$ cat config.mk
export PLATFORM = sky130hd
export DESIGN_NAME = aabb_collision_resolve
export DESIGN_NICKNAME = d
export VERILOG_FILES = /design/src/rtl/aabb_pkg.sv /design/src/rtl/aabb_prep.sv /design/src/rtl/aabb_resolve.sv /design/src/rtl/aabb_collision_resolve.sv
export SDC_FILE = /design/constraint.sdc
export NUM_CORES = 2
export LEC_CHECK = 0
export BUFFER_PORTS_ARGS = -buffer_cell sky130_fd_sc_hd__buf_2
export CAP_MARGIN = 10
export CORE_ASPECT_RATIO = 1.4
export CORE_MARGIN = 10
export CORE_UTILIZATION = 60
export DETAILED_ROUTE_END_ITERATION = 12
export GPL_ROUTABILITY_DRIVEN = 0
export PLACE_DENSITY = 0.89
export SETUP_SLACK_MARGIN = 0.2
export SYNTH_ARGS = -nofsm -noshare
export SYNTH_HDL_FRONTEND = slang
export SYNTH_HIERARCHICAL = 1
export SYNTH_SLANG_ARGS = --single-unit
$ cat constraint.sdc
create_clock -name clk -period 10.7 [get_ports clk]
set_clock_uncertainty 0.1 [all_clocks]
set_input_delay 0.535 -clock clk [delete_from_list [all_inputs] [get_ports clk]]
set_output_delay 0.535 -clock clk [all_outputs]
set_load 0.01 [all_outputs]
$ cat src/rtl/aabb_pkg.sv
// Shared types and constants for the box overlap and push-out block.
`default_nettype none
package aabb_pkg;

    // Default signed width of a centre coordinate
    localparam int COORD_BITS_DEF = 16;
    // Half extent and velocity widths are fixed by the interface
    localparam int HALF_BITS = 14;
    localparam int VEL_BITS  = 16;
    // Width of a summed half extent
    localparam int SUM_BITS  = HALF_BITS + 1;
    // Width of a penetration times velocity product
    localparam int PROD_BITS = SUM_BITS + VEL_BITS;

    // Side code of a result
    typedef enum logic [1:0] {
        HIT_NONE  = 2'd0,
        HIT_PLUS  = 2'd1,
        HIT_MINUS = 2'd2
    } hit_code_t;

    // Control flags passed from the overlap stage to the push-out stage
    typedef struct packed {
        logic valid;   // transaction present in this stage
        logic hit;     // boxes overlap and a second body exists
        logic stat;    // self is static, other body moves
        logic pos_x;   // mover goes to the positive side on X
        logic pos_y;   // mover goes to the positive side on Y
    } aabb_ctrl_t;

endpackage
`default_nettype wire

$ cat src/rtl/aabb_prep.sv
// Overlap stage: distances, overlap test, penetrations and mover selection.
`default_nettype none
module aabb_prep #(
    parameter int COORD_BITS = aabb_pkg::COORD_BITS_DEF
) (
    input  wire logic                                clk,
    input  wire logic                                rst_n,
    input  wire logic                                in_valid,
    input  wire logic                                other_valid,
    input  wire logic                                self_static,
    input  wire logic signed [COORD_BITS-1:0]        self_x,
    input  wire logic signed [COORD_BITS-1:0]        self_y,
    input  wire logic [aabb_pkg::HALF_BITS-1:0]      self_half_w,
    input  wire logic [aabb_pkg::HALF_BITS-1:0]      self_half_h,
    input  wire logic signed [COORD_BITS-1:0]        other_x,
    input  wire logic signed [COORD_BITS-1:0]        other_y,
    input  wire logic [aabb_pkg::HALF_BITS-1:0]      other_half_w,
    input  wire logic [aabb_pkg::HALF_BITS-1:0]      other_half_h,
    input  wire logic signed [aabb_pkg::VEL_BITS-1:0] mover_vx,
    input  wire logic signed [aabb_pkg::VEL_BITS-1:0] mover_vy,
    output aabb_pkg::aabb_ctrl_t                     ctrl,
    output logic [aabb_pkg::SUM_BITS-1:0]            pen_x,
    output logic [aabb_pkg::SUM_BITS-1:0]            pen_y,
    output logic [aabb_pkg::VEL_BITS-1:0]            vel_x,
    output logic [aabb_pkg::VEL_BITS-1:0]            vel_y,
    output logic [aabb_pkg::SUM_BITS-1:0]            ext_x,
    output logic [aabb_pkg::SUM_BITS-1:0]            ext_y,
    output logic signed [COORD_BITS-1:0]             base_x,
    output logic signed [COORD_BITS-1:0]             base_y,
    output logic signed [COORD_BITS-1:0]             keep_x,
    output logic signed [COORD_BITS-1:0]             keep_y
);
    import aabb_pkg::*;

    // Distance width and compare width
    localparam int GW = COORD_BITS + 1;
    localparam int CW = (GW > SUM_BITS) ? GW : SUM_BITS;

    logic signed [GW-1:0]   dx, dy;
    logic [GW-1:0]          gx, gy;
    logic [SUM_BITS-1:0]    cx, cy;
    logic [CW-1:0]          gx_ext, gy_ext, cx_ext, cy_ext, px_full, py_full;
    logic                   overlap;

    aabb_ctrl_t             ctrl_reg, ctrl_next;
    logic [SUM_BITS-1:0]    pen_x_reg, pen_y_reg, ext_x_reg, ext_y_reg;
    logic [VEL_BITS-1:0]    vel_x_reg, vel_y_reg, vel_x_next, vel_y_next;
    logic signed [COORD_BITS-1:0] base_x_reg, base_y_reg, keep_x_reg, keep_y_reg;

    // Center distances and summed half extents
    always_comb
    begin
        dx = GW'(other_x) - GW'(self_x);
        dy = GW'(other_y) - GW'(self_y);
        gx = dx[GW-1] ? GW'(-dx) : GW'(dx);
        gy = dy[GW-1] ? GW'(-dy) : GW'(dy);
        cx = SUM_BITS'(other_half_w) + SUM_BITS'(self_half_w);
        cy = SUM_BITS'(other_half_h) + SUM_BITS'(self_half_h);
        gx_ext = CW'(gx);
        gy_ext = CW'(gy);
        cx_ext = CW'(cx);
        cy_ext = CW'(cy);
        overlap = (gx_ext < cx_ext) && (gy_ext < cy_ext);
        px_full = cx_ext - gx_ext;
        py_full = cy_ext - gy_ext;
    end

    // Velocity magnitudes (most negative value maps to 2^15 unsigned)
    always_comb
    begin
        vel_x_next = mover_vx[VEL_BITS-1] ? (~mover_vx + 1'b1) : mover_vx;
        vel_y_next = mover_vy[VEL_BITS-1] ? (~mover_vy + 1'b1) : mover_vy;
    end

    // Flags; equal centers send the mover to the negative side
    always_comb
    begin
        ctrl_next.valid = in_valid;
        ctrl_next.hit   = in_valid && other_valid && overlap;
        ctrl_next.stat  = self_static;
        ctrl_next.pos_x = self_static ? (other_x > self_x) : (other_x < self_x);
        ctrl_next.pos_y = self_static ? (other_y > self_y) : (other_y < self_y);
    end

    // Control register
    always_ff @(posedge clk or negedge rst_n)
    begin
        if (!rst_n)
        begin
            ctrl_reg <= '0;
        end
        else
        begin
            ctrl_reg <= ctrl_next;
        end
    end

    // Payload register
    always_ff @(posedge clk)
    begin
        pen_x_reg  <= px_full[SUM_BITS-1:0];
        pen_y_reg  <= py_full[SUM_BITS-1:0];
        ext_x_reg  <= cx;
        ext_y_reg  <= cy;
        vel_x_reg  <= vel_x_next;
        vel_y_reg  <= vel_y_next;
        base_x_reg <= self_static ? self_x : other_x;
        base_y_reg <= self_static ? self_y : other_y;
        keep_x_reg <= self_static ? other_x : self_x;
        keep_y_reg <= self_static ? other_y : self_y;
    end

    assign ctrl   = ctrl_reg;
    assign pen_x  = pen_x_reg;
    assign pen_y  = pen_y_reg;
    assign vel_x  = vel_x_reg;
    assign vel_y  = vel_y_reg;
    assign ext_x  = ext_x_reg;
    assign ext_y  = ext_y_reg;
    assign base_x = base_x_reg;
    assign base_y = base_y_reg;
    assign keep_x = keep_x_reg;
    assign keep_y = keep_y_reg;

endmodule
`default_nettype wire

$ cat src/rtl/aabb_resolve.sv
// Push-out stage: axis choice by cross products, new position, saturation.
`default_nettype none
module aabb_resolve #(
    parameter int COORD_BITS = aabb_pkg::COORD_BITS_DEF
) (
    input  wire logic                             clk,
    input  wire logic                             rst_n,
    input  wire aabb_pkg::aabb_ctrl_t             ctrl,
    input  wire logic [aabb_pkg::SUM_BITS-1:0]    pen_x,
    input  wire logic [aabb_pkg::SUM_BITS-1:0]    pen_y,
    input  wire logic [aabb_pkg::VEL_BITS-1:0]    vel_x,
    input  wire logic [aabb_pkg::VEL_BITS-1:0]    vel_y,
    input  wire logic [aabb_pkg::SUM_BITS-1:0]    ext_x,
    input  wire logic [aabb_pkg::SUM_BITS-1:0]    ext_y,
    input  wire logic signed [COORD_BITS-1:0]     base_x,
    input  wire logic signed [COORD_BITS-1:0]     base_y,
    input  wire logic signed [COORD_BITS-1:0]     keep_x,
    input  wire logic signed [COORD_BITS-1:0]     keep_y,
    output logic                                  done,
    output logic [1:0]                            hit_code,
    output logic                                  moved_other,
    output logic signed [COORD_BITS-1:0]          new_x,
    output logic signed [COORD_BITS-1:0]          new_y
);
    import aabb_pkg::*;

    // Push sum width: coordinate plus offset plus sign headroom
    localparam int W = ((COORD_BITS > SUM_BITS) ? COORD_BITS : SUM_BITS) + 2;
    localparam logic signed [W-1:0] MAXV = {{(W-COORD_BITS+1){1'b0}}, {(COORD_BITS-1){1'b1}}};
    localparam logic signed [W-1:0] MINV = {{(W-COORD_BITS+1){1'b1}}, {(COORD_BITS-1){1'b0}}};

    logic [PROD_BITS-1:0]       lhs, rhs;
    logic                       use_x;
    logic signed [W-1:0]        off_x, off_y, sum_x, sum_y;
    logic signed [COORD_BITS-1:0] push_x, push_y;

    logic                       done_reg;
    hit_code_t                  code_reg, code_next;
    logic                       moved_reg, moved_next;
    logic signed [COORD_BITS-1:0] new_x_reg, new_x_next, new_y_reg, new_y_next;

    // Clamp a wide signed sum to the coordinate range
    function automatic logic signed [COORD_BITS-1:0] sat(input logic signed [W-1:0] v);
        logic signed [W-1:0] c;
        c = v;
        if (v > MAXV)
            c = MAXV;
        else if (v < MINV)
            c = MINV;
        return c[COORD_BITS-1:0];
    endfunction

    // X wins only when pen_x/|vx| is strictly smaller
    always_comb
    begin
        lhs   = PROD_BITS'(pen_x) * PROD_BITS'(vel_y);
        rhs   = PROD_BITS'(pen_y) * PROD_BITS'(vel_x);
        use_x = lhs < rhs;
    end

    // Place mover one unit beyond the summed half extent
    always_comb
    begin
        off_x  = $signed(W'(ext_x) + W'(1));
        off_y  = $signed(W'(ext_y) + W'(1));
        sum_x  = ctrl.pos_x ? (W'(base_x) + off_x) : (W'(base_x) - off_x);
        sum_y  = ctrl.pos_y ? (W'(base_y) + off_y) : (W'(base_y) - off_y);
        push_x = sat(sum_x);
        push_y = sat(sum_y);
    end

    // Result selection; no collision gives all zero fields
    always_comb
    begin
        code_next  = HIT_NONE;
        moved_next = 1'b0;
        new_x_next = '0;
        new_y_next = '0;
        if (ctrl.hit)
        begin
            moved_next = ctrl.stat;
            if (use_x)
            begin
                code_next  = ctrl.stat ? HIT_PLUS : HIT_MINUS;
                new_x_next = push_x;
                new_y_next = keep_y;
            end
            else
            begin
                code_next  = ctrl.stat ? HIT_MINUS : HIT_PLUS;
                new_x_next = keep_x;
                new_y_next = push_y;
            end
        end
    end

    // Result strobe
    always_ff @(posedge clk or negedge rst_n)
    begin
        if (!rst_n)
        begin
            done_reg <= 1'b0;
        end
        else
        begin
            done_reg <= ctrl.valid;
        end
    end

    // Result payload
    always_ff @(posedge clk)
    begin
        code_reg  <= code_next;
        moved_reg <= moved_next;
        new_x_reg <= new_x_next;
        new_y_reg <= new_y_next;
    end

    assign done        = done_reg;
    assign hit_code    = code_reg;
    assign moved_other = moved_reg;
    assign new_x       = new_x_reg;
    assign new_y       = new_y_reg;

endmodule
`default_nettype wire

$ cat src/rtl/aabb_collision_resolve.sv
// Top level: box overlap test with push-out of the moving body.
// done rises once an accepted start has passed the input, overlap and result registers.
// Throughput: one transaction per cycle; busy is never asserted; the receiver cannot stall.
// Path: input register, overlap stage, cross-product compare and push stage.
// Reset clears the stage valid flags and the done strobe; payload is not reset.
`default_nettype none
module aabb_collision_resolve #(
    parameter int COORD_BITS = aabb_pkg::COORD_BITS_DEF
) (
    input  wire logic                                clk,
    input  wire logic                                rst_n,
    input  wire logic                                start,
    output logic                                     busy,
    output logic                                     done,
    input  wire logic                                other_valid,
    input  wire logic                                self_static,
    input  wire logic signed [COORD_BITS-1:0]        self_x,
    input  wire logic signed [COORD_BITS-1:0]        self_y,
    input  wire logic [aabb_pkg::HALF_BITS-1:0]      self_half_w,
    input  wire logic [aabb_pkg::HALF_BITS-1:0]      self_half_h,
    input  wire logic signed [COORD_BITS-1:0]        other_x,
    input  wire logic signed [COORD_BITS-1:0]        other_y,
    input  wire logic [aabb_pkg::HALF_BITS-1:0]      other_half_w,
    input  wire logic [aabb_pkg::HALF_BITS-1:0]      other_half_h,
    input  wire logic signed [aabb_pkg::VEL_BITS-1:0] mover_vx,
    input  wire logic signed [aabb_pkg::VEL_BITS-1:0] mover_vy,
    output logic [1:0]                               hit_code,
    output logic                                     moved_other,
    output logic signed [COORD_BITS-1:0]             new_x,
    output logic signed [COORD_BITS-1:0]             new_y
);
    import aabb_pkg::*;

    logic                          in_valid_reg;
    logic                          other_valid_reg, self_static_reg;
    logic signed [COORD_BITS-1:0]  self_x_reg, self_y_reg, other_x_reg, other_y_reg;
    logic [HALF_BITS-1:0]          self_half_w_reg, self_half_h_reg;
    logic [HALF_BITS-1:0]          other_half_w_reg, other_half_h_reg;
    logic signed [VEL_BITS-1:0]    mover_vx_reg, mover_vy_reg;
    logic                          accept;

    aabb_ctrl_t                    ctrl;
    logic [SUM_BITS-1:0]           pen_x, pen_y, ext_x, ext_y;
    logic [VEL_BITS-1:0]           vel_x, vel_y;
    logic signed [COORD_BITS-1:0]  base_x, base_y, keep_x, keep_y;

    assign busy   = 1'b0;
    assign accept = start && !busy;

    // Input valid flag
    always_ff @(posedge clk or negedge rst_n)
    begin
        if (!rst_n)
        begin
            in_valid_reg <= 1'b0;
        end
        else
        begin
            in_valid_reg <= accept;
        end
    end

    // Input payload register
    always_ff @(posedge clk)
    begin
        if (accept)
        begin
            other_valid_reg  <= other_valid;
            self_static_reg  <= self_static;
            self_x_reg       <= self_x;
            self_y_reg       <= self_y;
            self_half_w_reg  <= self_half_w;
            self_half_h_reg  <= self_half_h;
            other_x_reg      <= other_x;
            other_y_reg      <= other_y;
            other_half_w_reg <= other_half_w;
            other_half_h_reg <= other_half_h;
            mover_vx_reg     <= mover_vx;
            mover_vy_reg     <= mover_vy;
        end
    end

    aabb_prep #(
        .COORD_BITS(COORD_BITS)
    ) u_prep (
        .clk         (clk),
        .rst_n       (rst_n),
        .in_valid    (in_valid_reg),
        .other_valid (other_valid_reg),
        .self_static (self_static_reg),
        .self_x      (self_x_reg),
        .self_y      (self_y_reg),
        .self_half_w (self_half_w_reg),
        .self_half_h (self_half_h_reg),
        .other_x     (other_x_reg),
        .other_y     (other_y_reg),
        .other_half_w(other_half_w_reg),
        .other_half_h(other_half_h_reg),
        .mover_vx    (mover_vx_reg),
        .mover_vy    (mover_vy_reg),
        .ctrl        (ctrl),
        .pen_x       (pen_x),
        .pen_y       (pen_y),
        .vel_x       (vel_x),
        .vel_y       (vel_y),
        .ext_x       (ext_x),
        .ext_y       (ext_y),
        .base_x      (base_x),
        .base_y      (base_y),
        .keep_x      (keep_x),
        .keep_y      (keep_y)
    );

    aabb_resolve #(
        .COORD_BITS(COORD_BITS)
    ) u_resolve (
        .clk        (clk),
        .rst_n      (rst_n),
        .ctrl       (ctrl),
        .pen_x      (pen_x),
        .pen_y      (pen_y),
        .vel_x      (vel_x),
        .vel_y      (vel_y),
        .ext_x      (ext_x),
        .ext_y      (ext_y),
        .base_x     (base_x),
        .base_y     (base_y),
        .keep_x     (keep_x),
        .keep_y     (keep_y),
        .done       (done),
        .hit_code   (hit_code),
        .moved_other(moved_other),
        .new_x      (new_x),
        .new_y      (new_y)
    );

endmodule
`default_nettype wire
==> qor.yml <==
syn_nets: 4780
final-max-slew-violation-count: 0
viasPerCell: 5.84
worstSkewPairLatency_ns: 0.55
hold_start: "self_x[12]"
start_util_pct: 60.8
drt_iter0_markers: 1873
maxCapViolCount: 0
synth-edff-count: 154
io_pins: 194
synth-seq-cells: 352
cp-startpoint: "u_prep/vel_x[10]$_DFF_P_"
fp.dieH_um: 311
die_area_um2: 70900
cts_made_buffers: 35
crit_path_top_delay_cell: "a211o_1"
slew_headroom_pct: 16.9
fin_nets: 4883
end_kind: "flop"
clkTransAtPathRegs_ns: 0.07
drc: 0
status: "finished clean"
finalSetupTns_ns: 0
critPathKind: "reg2reg"
crit_buf_inv: 6
grt.total_usage_pct: 24.3
ctsHtreeMaxLevel: 2
cts_buffer_depth: 3
met3_usage_pct: 3.06
synth_top_cell_by_area: "fa_1"
synth_warnings: 6
critPathMaxStageDelay_ns: 0.80
fin_crit_ns: 9.69
antenna_found_initial: 0
final_cell_mix: "inv_1 (567), ha_1 (380), fa_1 (368)"
synth_area_leaders: "fa_1 (20%), ha_1 (13%), edfxtp_1 (13%)"
critPathTopFamily: "adder cells"
cp-start-kind: "flop"
die_x_um: 228
min_path_type: "in2reg"
hold_viol_final: 0
cts_tree: "done"
ctsHoldBuffers: 1
port_buffers: 192
drive_gt1_share_pct: 8.99
firstDrtPassIters: 6
fill_cells: 4437
clock_sinks: 352
synth_cells: 3875
max_slew.worst_pin.slew_ns: 1.25
grt-ovfl-total: 0
r2r_start: "u_prep/vel_x[10]$_DFF_P_"
synth_area_um2: 36300
final_common_cell: "inv_1"
rsz0062_at_grt: "no"
ys_seq_area_share_pct: 23.7
ys.flop_type: "dfxtp_1"
wirelength_um: 87600
vias: 28115
crit_arrival_ns: 10.06
fp.coreArea_um2: 59800
fmax_mhz: 103
cts_resized: 0
wl_per_cell_um: 18.2
critPathRequiredTime_ns: 11.07
grt_first_pass_wirelength_um: 143000
cts_root_buf: "clkbuf_16"
setup_viol: 0
async_reset_ff_share_pct: 1.99
grt_max_degree: 90
grt_pass1_vias: 29627
synth.top_cell.area_share_pct: 20.3
period_share_pct: 90.5
postRouteAntennaNets: 0
antenna_cells: 0
rows: 106
use_met2_pct: 45.0
grt.met1_usage_pct: 25.3
path_max_fanout: 22
grt_busiest_layer: "met2"
syn_avg_cell_area_um2: 9.38
syn_to_final_growth_pct: 7.24
yosysUniqueCellTypes: 105
hpwlAfterDp_um: 68100
post_cts_buffers: 0
synthesized netlist by cell type, types with 15 or more instances:
cell	number
a211oi_1	16
a21boi_0	15
a21o_1	55
a21oi_1	153
a31oi_1	25
and2_1	302
and3_1	19
buf_2	15
clkbuf_1	97
dfxtp_1	191
edfxtp_1	154
fa_1	368
ha_1	380
inv_1	567
mux2_2	38
nand2_1	361
nand2b_1	29
nand3_1	52
nand4_1	25
nor2_1	167
nor2b_1	33
nor3_1	44
o211ai_1	21
o21a_1	35
o21ai_0	156
o21bai_1	16
o31ai_1	20
or3_1	17
xnor2_1	176
xor2_1	85
routing by layer:
layer  routed length [um]  part of all wire [%]  vias to the layer above
li1                     -                     -                    12945
met1                30800                    35                    13595
met2                45500                    52                     1199
met3                 4960                   5.7                      376
met4                 6250                   7.1                        0
met5                    0                     0                        -
metrics by stage:
step / hold WS (ns) / util, % / setup WS (ns) / cells / cell area (um^2)
2_1_floorplan: 0.139 / - / 2.60 / 3875 / 36300
3_3_place_gp: 0.263 / 63.1 / 1.42 / 4750 / 37800
3_5_place_dp: 0.261 / 63.1 / 1.15 / 4750 / 37800
4_1_cts: 0.0400 / 65.2 / 1.15 / 4815 / 39000
5_1_grt: 0.0454 / 65.2 / 0.382 / 4815 / 39000
6_report: 0.0539 / 65.2 / 1.01 / 4815 / 39000
path summary, 6_finish.rpt:
check / endpoint / slack, ns / depth (start not counted)
worst max-delay path: u_resolve/new_y[5]$_SDFF_PN0_ / 1.01 / 31
worst min-delay path: self_x_reg[12]$_DFFE_PP_ / 0.05 / 1
worst min register to register: u_prep/ctrl[4]$_DFF_PN0_ / 0.28 / 0
max in group asynchronous: u_prep/ctrl[0]$_DFF_PN0_ / 10.00 / 2
min in group asynchronous: u_prep/ctrl[2]$_DFF_PN0_ / 0.29 / 2
worst max register to register: u_resolve/new_y[5]$_SDFF_PN0_ / 1.01 / 31
cell type report:
class | instances | area (um^2) | share of cell area (%)
inverter | 569 | 2140 | 5.48
tap | 810 | 1010 | 2.60
clock inverter | 20 | 208 | 0.533
clock buffer | 44 | 983 | 2.52
timing repair buffer | 201 | 1040 | 2.66
multi-input combinational | 2819 | 25000 | 64.1
sequential | 352 | 8620 | 22.1
logic make-up after synthesis:
kind of cell             after synthesis  share of synthesized area (%)
AO/OA/AOI/OAI                        637                           11.6
XOR/XNOR                             265                           6.50
adder cells (fa/ha/maj)              748                           33.4
buffers and inverters                704                           7.57
flip-flops                           352                           23.7
multiplexers                          46                           1.40
other                                  1                         0.0103
AND/OR/NAND/NOR                     1122                           15.9
Power is left out: the tool's default activity adds up to more than one toggle a clock period on the data nets, which glitch-free logic cannot reach.
